## config.mk

```make
export PLATFORM = sky130hd
export DESIGN_NAME = irc_message_field_tagger_top
export DESIGN_NICKNAME = d
export VERILOG_FILES = /design/src/sv/ircft_pkg.sv /design/src/sv/ircft_front.sv /design/src/sv/ircft_back.sv /design/src/sv/irc_message_field_tagger_top.sv
export SDC_FILE = /design/constraint.sdc
export NUM_CORES = 1
export LEC_CHECK = 0
export BUFFER_PORTS_ARGS = -buffer_cell sky130_fd_sc_hd__clkbuf_2
export CAP_MARGIN = 20
export CELL_PAD_IN_SITES_DETAIL_PLACEMENT = 1
export CELL_PAD_IN_SITES_GLOBAL_PLACEMENT = 1
export CORE_ASPECT_RATIO = 2
export CORE_UTILIZATION = 33
export CTS_CLUSTER_DIAMETER = 60
export DETAILED_ROUTE_END_ITERATION = 6
export PLACE_DENSITY_LB_ADDON = 0.05
export SETUP_SLACK_MARGIN = 0.3
export SKIP_CTS_REPAIR_TIMING = 1
export SLEW_MARGIN = 20
export SYNTH_ARGS = -nofsm -noshare
export SYNTH_HDL_FRONTEND = slang
export SYNTH_HIERARCHICAL = 1
export SYNTH_SLANG_ARGS = --single-unit
```

## constraint.sdc

```tcl
create_clock -name clk -period 3.14 [get_ports clk]
set_input_delay 0.157 -clock clk [delete_from_list [all_inputs] [get_ports clk]]
set_output_delay 0.157 -clock clk [all_outputs]
set_load 0.005 [all_outputs]
```

## src/sv/ircft_pkg.sv

```systemverilog
// Package for the IRC message field tagger: byte classes, parser states,
// tag and error codes, and the beat types passed between front and back.
// No dependencies.
`timescale 1ns / 1ps
`default_nettype none

package ircft_pkg;

  localparam int unsigned MAX_PARAMS = 15;
  localparam int unsigned PC_W = $clog2(MAX_PARAMS + 1);
  localparam logic [2:0] MAX_DIGITS_RESET = 3'd3;
  localparam logic [2:0] DIGIT_CAP = 3'd7;

  localparam logic [7:0] CH_COLON = 8'h3A;
  localparam logic [7:0] CH_BANG = 8'h21;
  localparam logic [7:0] CH_AT = 8'h40;
  localparam logic [7:0] CH_SPACE = 8'h20;
  localparam logic [7:0] CH_CR = 8'h0D;
  localparam logic [7:0] CH_LF = 8'h0A;
  localparam logic [7:0] CH_NUL = 8'h00;

  typedef enum logic [3:0] {
    ST_START     = 4'd0,
    ST_PFX_FIRST = 4'd1,
    ST_NICK      = 4'd2,
    ST_USER      = 4'd3,
    ST_HOST      = 4'd4,
    ST_CMD_FIRST = 4'd5,
    ST_CMD       = 4'd6,
    ST_DIGITS    = 4'd7,
    ST_PSPACE    = 4'd8,
    ST_MIDDLE    = 4'd9,
    ST_TRAIL     = 4'd10,
    ST_CR        = 4'd11
  } parse_state_t;

  typedef enum logic [3:0] {
    TAG_DROP     = 4'd0,
    TAG_PREFIX   = 4'd1,
    TAG_USER     = 4'd2,
    TAG_HOST     = 4'd3,
    TAG_COMMAND  = 4'd4,
    TAG_DIGIT    = 4'd5,
    TAG_MIDDLE   = 4'd6,
    TAG_TRAILING = 4'd7,
    TAG_DELIM    = 4'd8,
    TAG_LINE_END = 4'd9
  } tag_t;

  typedef enum logic [2:0] {
    ERR_NONE    = 3'd0,
    ERR_PREFIX  = 3'd1,
    ERR_NO_CMD  = 3'd2,
    ERR_DIGITS  = 3'd3,
    ERR_NUL_END = 3'd4,
    ERR_ENDING  = 3'd5,
    ERR_PARAMS  = 3'd6
  } err_t;

  typedef struct packed {
    logic letter;
    logic digit;
    logic nick;
    logic space;
    logic colon;
    logic bang;
    logic at;
    logic nul;
    logic cr;
    logic lf;
  } char_class_t;

  typedef struct packed {
    logic [7:0]  data;
    char_class_t cls;
  } class_beat_t;

  typedef struct packed {
    logic [7:0] echo;
    tag_t       tag;
    logic       start;
    logic [3:0] pidx;
    err_t       err;
    logic       eom;
  } result_beat_t;

  function automatic char_class_t classify(input logic [7:0] b);
    char_class_t c;
    c.letter = (b >= 8'h41 && b <= 8'h5A) || (b >= 8'h61 && b <= 8'h7A);
    c.digit  = (b >= 8'h30 && b <= 8'h39);
    // - [ ] \ ` ^ { }
    c.nick   = c.letter || c.digit || b == 8'h2D || b == 8'h5B || b == 8'h5D ||
               b == 8'h5C || b == 8'h60 || b == 8'h5E || b == 8'h7B || b == 8'h7D;
    c.space  = (b == CH_SPACE);
    c.colon  = (b == CH_COLON);
    c.bang   = (b == CH_BANG);
    c.at     = (b == CH_AT);
    c.nul    = (b == CH_NUL);
    c.cr     = (b == CH_CR);
    c.lf     = (b == CH_LF);
    return c;
  endfunction

endpackage

`default_nettype wire

```

## src/sv/ircft_front.sv

```systemverilog
// Front end: accepts raw bytes, classifies them and holds them in a
// two-entry queue for the parser. Depends on ircft_pkg.
`timescale 1ns / 1ps
`default_nettype none

module ircft_front import ircft_pkg::*; (
  input  wire logic        clk,
  input  wire logic        rst,
  input  wire logic [7:0]  data_byte,
  input  wire logic        push,
  output logic             full,
  output logic             beat_valid,
  output class_beat_t      beat,
  input  wire logic        beat_take
);

  class_beat_t mem [2];
  logic       wr_ptr;
  logic       rd_ptr;
  logic [1:0] count;
  logic       do_push;
  logic       do_pop;

  assign full       = (count == 2'd2);
  assign beat_valid = (count != 2'd0);
  assign beat       = mem[rd_ptr];
  assign do_push    = push && !full;
  assign do_pop     = beat_take && beat_valid;

  always_ff @(posedge clk) begin
    if (do_push) begin
      mem[wr_ptr] <= '{data: data_byte, cls: classify(data_byte)};
    end
  end

  always_ff @(posedge clk) begin
    if (rst) begin
      wr_ptr <= 1'b0;
      rd_ptr <= 1'b0;
      count  <= 2'd0;
    end else begin
      if (do_push) wr_ptr <= ~wr_ptr;
      if (do_pop) rd_ptr <= ~rd_ptr;
      count <= count + {1'b0, do_push} - {1'b0, do_pop};
    end
  end

endmodule

`default_nettype wire

```

## src/sv/ircft_back.sv

```systemverilog
// Back end: the message parser state machine and a two-entry result queue.
// Holds the max_digits register. Depends on ircft_pkg.
`timescale 1ns / 1ps
`default_nettype none

module ircft_back import ircft_pkg::*; (
  input  wire logic        clk,
  input  wire logic        rst,
  input  wire logic        cfg_wr,
  input  wire logic [2:0]  cfg_data,
  input  wire logic        beat_valid,
  input  wire class_beat_t beat,
  output logic             beat_take,
  output result_beat_t     res,
  output logic             empty,
  input  wire logic        pop
);

  logic [2:0]       max_digits;
  parse_state_t     state;
  parse_state_t     state_next;
  logic [2:0]       digit_count;
  logic [2:0]       digit_count_next;
  logic [PC_W-1:0]  param_count;
  logic [PC_W-1:0]  param_count_next;
  err_t             sticky_error;
  err_t             sticky_error_next;
  tag_t             prev_tag;

  tag_t         tag;
  err_t         raise;
  logic         eom;
  logic         do_param;
  logic         do_digit;
  logic         do_cmd_first;
  logic         do_nick_end;
  char_class_t  c;
  logic         cmd_seen;
  result_beat_t res_in;

  result_beat_t q [2];
  logic         wr_ptr;
  logic         rd_ptr;
  logic [1:0]   count;
  logic         do_pop;

  assign do_pop    = pop && !empty;
  assign empty     = (count == 2'd0);
  assign res       = q[rd_ptr];
  assign beat_take = beat_valid && (count != 2'd2 || do_pop);
  assign c         = beat.cls;
  assign cmd_seen  = (state == ST_CMD) || (state == ST_DIGITS) || (state == ST_PSPACE) ||
                     (state == ST_MIDDLE) || (state == ST_TRAIL);

  // Flags defer the shared sub-steps so that the first error raised in a beat wins.
  always_comb begin
    state_next       = state;
    digit_count_next = digit_count;
    param_count_next = param_count;
    tag              = TAG_DROP;
    raise            = ERR_NONE;
    eom              = 1'b0;
    do_param         = 1'b0;
    do_digit         = 1'b0;
    do_cmd_first     = 1'b0;
    do_nick_end      = 1'b0;

    if (state == ST_CR) begin
      tag = TAG_LINE_END;
      if (!c.lf) raise = ERR_ENDING;
      eom = 1'b1;
    end else if (c.nul || c.cr || c.lf) begin
      tag = TAG_LINE_END;
      if (!cmd_seen) raise = ERR_NO_CMD;
      if (c.nul) begin
        if (raise == ERR_NONE) raise = ERR_NUL_END;
        eom = 1'b1;
      end else if (c.lf) begin
        if (raise == ERR_NONE) raise = ERR_ENDING;
        eom = 1'b1;
      end else begin
        state_next = ST_CR;
      end
    end else begin
      case (state)
        ST_PFX_FIRST: begin
          if (c.letter) begin
            state_next = ST_NICK;
            tag = TAG_PREFIX;
          end else begin
            raise = ERR_PREFIX;
            do_nick_end = 1'b1;
          end
        end
        ST_NICK: begin
          if (c.nick) tag = TAG_PREFIX;
          else do_nick_end = 1'b1;
        end
        ST_USER: begin
          if (c.at) begin
            state_next = ST_HOST;
            tag = TAG_DELIM;
          end else if (c.space) begin
            state_next = ST_CMD_FIRST;
          end else begin
            tag = TAG_USER;
          end
        end
        ST_HOST: begin
          if (c.space) state_next = ST_CMD_FIRST;
          else tag = TAG_HOST;
        end
        ST_CMD_FIRST: do_cmd_first = 1'b1;
        ST_CMD: begin
          if (c.letter) tag = TAG_COMMAND;
          else if (c.digit) do_digit = 1'b1;
          else do_param = 1'b1;
        end
        ST_DIGITS: begin
          if (c.digit) do_digit = 1'b1;
          else do_param = 1'b1;
        end
        ST_PSPACE: do_param = 1'b1;
        ST_MIDDLE: begin
          if (c.space) state_next = ST_PSPACE;
          else tag = TAG_MIDDLE;
        end
        ST_TRAIL: tag = TAG_TRAILING;
        default: begin
          if (c.colon) begin
            state_next = ST_PFX_FIRST;
            tag = TAG_DELIM;
          end else begin
            do_cmd_first = 1'b1;
          end
        end
      endcase
    end

    if (do_cmd_first) begin
      if (c.letter) begin
        state_next = ST_CMD;
        tag = TAG_COMMAND;
      end else if (c.digit) begin
        do_digit = 1'b1;
      end else begin
        if (raise == ERR_NONE) raise = ERR_NO_CMD;
        do_param = 1'b1;
      end
    end

    if (do_nick_end) begin
      if (c.bang) begin
        state_next = ST_USER;
        tag = TAG_DELIM;
      end else if (c.at) begin
        state_next = ST_HOST;
        tag = TAG_DELIM;
      end else begin
        if (!c.space && raise == ERR_NONE) raise = ERR_PREFIX;
        state_next = ST_CMD_FIRST;
        tag = TAG_DROP;
      end
    end

    if (do_digit) begin
      if (digit_count >= max_digits) begin
        if (raise == ERR_NONE) raise = ERR_DIGITS;
      end else if (digit_count < DIGIT_CAP) begin
        digit_count_next = digit_count + 3'd1;
      end
      state_next = ST_DIGITS;
      tag = TAG_DIGIT;
    end

    if (do_param) begin
      if (c.space) begin
        state_next = ST_PSPACE;
        tag = TAG_DROP;
      end else begin
        if (param_count < PC_W'(MAX_PARAMS)) param_count_next = param_count + PC_W'(1);
        else if (raise == ERR_NONE) raise = ERR_PARAMS;
        if (c.colon) begin
          state_next = ST_TRAIL;
          tag = TAG_DELIM;
        end else begin
          state_next = ST_MIDDLE;
          tag = TAG_MIDDLE;
        end
      end
    end

    sticky_error_next = (sticky_error != ERR_NONE) ? sticky_error : raise;

    res_in.echo  = beat.data;
    res_in.tag   = tag;
    res_in.start = (tag >= TAG_PREFIX) && (tag <= TAG_TRAILING) && (tag != prev_tag);
    res_in.pidx  = (param_count_next == '0) ? 4'd0 : 4'(param_count_next - PC_W'(1));
    res_in.err   = sticky_error_next;
    res_in.eom   = eom;
  end

  always_ff @(posedge clk) begin
    if (rst) begin
      max_digits <= MAX_DIGITS_RESET;
    end else if (cfg_wr) begin
      max_digits <= cfg_data;
    end
  end

  always_ff @(posedge clk) begin
    if (rst) begin
      state        <= ST_START;
      digit_count  <= 3'd0;
      param_count  <= '0;
      sticky_error <= ERR_NONE;
      prev_tag     <= TAG_DROP;
    end else if (beat_take) begin
      if (eom) begin
        state        <= ST_START;
        digit_count  <= 3'd0;
        param_count  <= '0;
        sticky_error <= ERR_NONE;
        prev_tag     <= TAG_DROP;
      end else begin
        state        <= state_next;
        digit_count  <= digit_count_next;
        param_count  <= param_count_next;
        sticky_error <= sticky_error_next;
        prev_tag     <= tag;
      end
    end
  end

  always_ff @(posedge clk) begin
    if (beat_take) begin
      q[wr_ptr] <= res_in;
    end
  end

  always_ff @(posedge clk) begin
    if (rst) begin
      wr_ptr <= 1'b0;
      rd_ptr <= 1'b0;
      count  <= 2'd0;
    end else begin
      if (beat_take) wr_ptr <= ~wr_ptr;
      if (do_pop) rd_ptr <= ~rd_ptr;
      count <= count + {1'b0, beat_take} - {1'b0, do_pop};
    end
  end

  // an ending beat always returns the parser to the start of a message
  a_eom_restart: assert property (@(posedge clk) disable iff (rst)
    beat_take && eom |=> state == ST_START && sticky_error == ERR_NONE && param_count == '0)
    else $error("parser not cleared after end of message");

  // a recorded error is held until the message ends
  a_err_sticky: assert property (@(posedge clk) disable iff (rst)
    beat_take && !eom && sticky_error != ERR_NONE |=> sticky_error == $past(sticky_error))
    else $error("sticky error changed within a message");

  // result queue never overflows
  a_q_bound: assert property (@(posedge clk) disable iff (rst)
    count == 2'd2 && !do_pop |-> !beat_take)
    else $error("result queue overflow");

  // the parser only leaves the line-end wait on a taken beat that ends the message
  a_cr_ends: assert property (@(posedge clk) disable iff (rst)
    beat_take && state == ST_CR |-> eom)
    else $error("beat after CR did not end the message");

endmodule

`default_nettype wire

```

## src/sv/irc_message_field_tagger_top.sv

```systemverilog
// IRC message field tagger: one byte in, one tagged result out.
// Path: the front classifier queues each accepted byte; the back parser tags it into its queue.
// Throughput: one byte per cycle while full stays low; front and back each hold two beats.
// Reset (rst, synchronous): empties both queues, parser at start of message, max_digits = 3.
// Depends on ircft_pkg, ircft_front, ircft_back.
`timescale 1ns / 1ps
`default_nettype none

module irc_message_field_tagger_top import ircft_pkg::*; (
  input  wire logic        clk,
  input  wire logic        rst,
  input  wire logic        cfg_wr,
  input  wire logic [2:0]  cfg_data,
  input  wire logic [7:0]  data_byte,
  input  wire logic        push,
  output logic             full,
  output logic [7:0]       echo_byte,
  output logic [3:0]       field_tag,
  output logic             field_start,
  output logic [3:0]       param_index,
  output logic [2:0]       error_code,
  output logic             end_of_message,
  output logic             empty,
  input  wire logic        pop
);

  logic         beat_valid;
  logic         beat_take;
  class_beat_t  beat;
  result_beat_t res;

  ircft_front u_front (
    .clk        (clk),
    .rst        (rst),
    .data_byte  (data_byte),
    .push       (push),
    .full       (full),
    .beat_valid (beat_valid),
    .beat       (beat),
    .beat_take  (beat_take)
  );

  ircft_back u_back (
    .clk        (clk),
    .rst        (rst),
    .cfg_wr     (cfg_wr),
    .cfg_data   (cfg_data),
    .beat_valid (beat_valid),
    .beat       (beat),
    .beat_take  (beat_take),
    .res        (res),
    .empty      (empty),
    .pop        (pop)
  );

  assign echo_byte      = res.echo;
  assign field_tag      = res.tag;
  assign field_start    = res.start;
  assign param_index    = res.pidx;
  assign error_code     = res.err;
  assign end_of_message = res.eom;

endmodule

`default_nettype wire

```

==> metrics.log <==
INFO  metric number_of_global_route_vias_before_repair = about 4.6k
INFO  metric final_cell_mix = 78 x sky130_fd_sc_hd__edfxtp_1, 46 x sky130_fd_sc_hd__buf_4, 45 x sky130_fd_sc_hd__nor2_1
INFO  metric compound_gate_portion_of_the_synthesized_area = 0.144
INFO  metric synth_async_sr_flop_share = 0
INFO  metric worst_path_largest_cell_delay = 0.39 ns
INFO  metric pre_cts_slack = roughly 0.15 ns
INFO  metric critPathArrivalTime = around 2.9 ns
INFO  metric crit_buf_inv = 2
INFO  metric synth_seq_area_share = 0.516
INFO  metric finalCritPeriodShare = 0.877
INFO  metric portBuffers = 38
INFO  metric combinational_family_with_the_most_area_after_synthesis = simple AND/OR/NAND/NOR gates
INFO  metric synth_top_flop_cell = sky130_fd_sc_hd__edfxtp_1
INFO  metric finClkSkew = 0.0117 ns
INFO  metric finalWorstSetupSlack = 0.386 ns
INFO  metric cp_slowest_cell = sky130_fd_sc_hd__o311a_4
INFO  metric post_drt_via_cell_ratio = 5.37
INFO  metric max-vdd-ir-drop = roughly 430 µV
INFO  metric clock_tree_from_tritoncts = built
INFO  metric required = 3.25 ns
INFO  metric cts.sinks = approximately 110
INFO  metric syn-mean-instance-area = 11.0 µm²
INFO  metric p_per_area = just under 900 nW/µm²
INFO  metric synthesis.area = between 5000 and 6000 µm²
INFO  metric critPathMaxFanout = 9
INFO  metric num_vias = about 4.3k
INFO  metric synth_area_leaders = sky130_fd_sc_hd__edfxtp_1 41%, sky130_fd_sc_hd__dfxtp_1 11%, sky130_fd_sc_hd__mux2_2 7.8%
INFO  metric place_congestion = a little under 0.9
INFO  metric min_period = ~2.8 ns
INFO  metric tns = 0 ns
INFO  metric ant_nets = 0
INFO  metric yosysTopAreaCellShare = 0.408
INFO  metric synth_enable_flop_cells = 78
INFO  metric min-delay-path-class = in -> reg
INFO  metric timing.critical_path.to_type = flop
INFO  metric hpwl = around 13,000 µm
INFO  metric yosys.cell_types.count = between 80 and 90
INFO  metric synth_simple_gate_area_frac = 0.174
INFO  metric reg2reg_setup_slack = 0.39 ns
INFO  metric finalSetupViolations = 0
INFO  metric route.final.wire_length = between 15,000 and 20,000 µm
INFO  metric clock.fmax = about 0.36 GHz
INFO  metric fin_nets = between 600 and 700
INFO  metric grt_setup_unrepaired = no
INFO  metric fraction_of_layout_cells_with_a_size_suffix_above_1 = 0.302
INFO  metric clock_latency = between 0.3 and 0.4 ns
INFO  metric layout.core_utilization = 0.402
INFO  metric tightest_slew = between 0.8 and 0.9 ns
INFO  metric yosysWarnings = 6
INFO  metric final-max-slew-violation-count = 0
INFO  metric drc = 0
INFO  metric synth.area.mux_share = 0.0880
INFO  metric grt_first_pass_wirelength = around 26,000 µm
INFO  metric slew_headroom = 0.413
INFO  metric worst_path_dominant_cell_family = multiplexers
INFO  metric synthDominantAreaCellType = sky130_fd_sc_hd__edfxtp_1
INFO  metric die_width = roughly 95 µm
INFO  metric h-tree-depth = 3
INFO  metric ios = 39
INFO  metric drt_pass1_iterations = 4
INFO  metric wl_per_cell = 20.7 µm
INFO  metric core-area = about 17,000 µm²
INFO  metric total_gr_overflow = 0
INFO  metric synthesis.nets = around 550
INFO  metric die-area = about 18,000 µm²
INFO  metric synthesis.instances = 520
INFO  metric synthAdderAreaFrac = 0.0196
INFO  metric antenna_cells_inserted = 0
INFO  metric antenna_found_initial = 0
INFO  metric worstSetupStartpointType = flop
INFO  metric cts_made_buffers = 9
INFO  metric clk_root_buffer_cell = sky130_fd_sc_hd__clkbuf_16
INFO  metric xor_xnor_share_of_the_synthesized_area = 0.0181
INFO  metric clock_tree.buffer_depth = 2
INFO  metric drt_iter0_drc = around 180
INFO  metric num-fill-cells = around 1.9k
INFO  metric timing.final.hold_violations = 0
INFO  metric outcome = completed
INFO  metric placement_rows = 67
INFO  metric chipHeight = roughly 190 µm
INFO  metric layout.cells.most_common = sky130_fd_sc_hd__edfxtp_1
INFO  metric timing.hold.ws = ~0.024 ns
INFO  metric timing.critical_path.cells = buf_4 -> mux2_4 -> buf_4 -> o311a_4 -> nor4_4 -> mux2_4 -> and4b_1 -> a211o_1
INFO  metric maxCapViolations = 0
INFO  metric start_util = 0.339
INFO  metric static_leakage = about 2.5 nW
INFO  metric total_power = 5.97 mW
INFO  metric critical_path_class = reg -> reg
INFO  metric ys_seq_elements = 109
INFO  metric area_growth_syn_to_layout = 18.4%
INFO  metric globalRouteTotalUtil = 0.197
INFO  metric grt_start_max_net_pins = 29
INFO  metric clkSlewWorstSetupHoldPaths = 0.08 ns
[cell type report]
cell class,instances,area [µm²],area share
repair buffers,84,536,0.0787
inverters,24,90.1,0.0132
clock inverters,7,95.1,0.0140
clock buffers,9,225,0.0331
flip-flops and latches,109,2970,0.436
multi-input cells,356,2630,0.386
well taps,207,259,0.0381
[cells by family after synthesis]
group / Yosys count
AND/OR/NAND/NOR: 180
buffers and inverters: 55
multiplexers: 45
AO/OA/AOI/OAI: 111
flip-flops: 109
XOR/XNOR: 11
adder cells (fa/ha/maj): 9
[state kept, by name (all words and copies together), names as in the netlist, named ones only]
name,flops
u_front/mem,36
u_back/q,42
u_back/param_count,4
u_front/count,2
u_back/count,2
u_back/state,4
u_back/prev_tag,4
u_back/sticky_error,3
u_back/digit_count,3
u_back/max_digits,3
u_front/rd_ptr,1
u_back/wr_ptr,1
u_front/wr_ptr,1
u_back/rd_ptr,1
[report_power, final]
group	total [mW]	internal, mW	switching (mW)	leakage (nW)
sequential	2.14	1.99	0.148	0.985
combinational	2.62	1.10	1.52	1.39
clock	1.22	0.646	0.570	0.158
total	5.97	3.73	2.24	2.53
[metal layers]
layer	vias up	track usage	wire length, µm
met4	0	0.127	955
met3	40	0.0311	277
li1	2056	-	-
met2	61	0.391	9820
met5	-	0	0
met1	2116	0.171	5400
[synthesized netlist by cell type (5+ instances only)]
library cell and instances:
sky130_fd_sc_hd__a211oi_1 7, sky130_fd_sc_hd__a21o_1 7, sky130_fd_sc_hd__a21oi_1 26, sky130_fd_sc_hd__a31oi_1 7, sky130_fd_sc_hd__and2_1 9, sky130_fd_sc_hd__buf_2 12
sky130_fd_sc_hd__clkbuf_1 16, sky130_fd_sc_hd__dfxtp_1 31, sky130_fd_sc_hd__edfxtp_1 78, sky130_fd_sc_hd__ha_1 9, sky130_fd_sc_hd__inv_1 21, sky130_fd_sc_hd__mux2_2 40
sky130_fd_sc_hd__nand2_1 32, sky130_fd_sc_hd__nand2b_1 10, sky130_fd_sc_hd__nand3_1 12, sky130_fd_sc_hd__nor2_1 46, sky130_fd_sc_hd__nor2b_1 9, sky130_fd_sc_hd__nor3_1 11
sky130_fd_sc_hd__nor4_1 6, sky130_fd_sc_hd__o21ai_0 14, sky130_fd_sc_hd__o31ai_1 7, sky130_fd_sc_hd__or2_1 5, sky130_fd_sc_hd__xnor2_1 8
[worst min-delay path: cells and delay by family]
kind	cells	cell delay [ns]
AND/OR/NAND/NOR	1	0.05
AO/OA/AOI/OAI	1	0.07
buffers and inverters	1	0.08
[through the flow]
step / instance area, µm² / instances
after floorplan: 5780 / 520
after global placement: 6370 / 774
after detailed placement: 6370 / 774
after CTS: 6690 / 790
after global routing: 6800 / 796
final: 6800 / 796
[path summary, 6_finish.rpt]
check,end,startpoint,cells past startpoint
worst max-delay path,u_back/q[1][6],flop,8
worst min-delay path,u_back/max_digits[1],cfg_data[1],3
worst max register to register,u_back/q[1][6],flop,8
worst min register to register,u_back/max_digits[1],u_back/max_digits[1],2
Power figures use the tool's default switching activity.
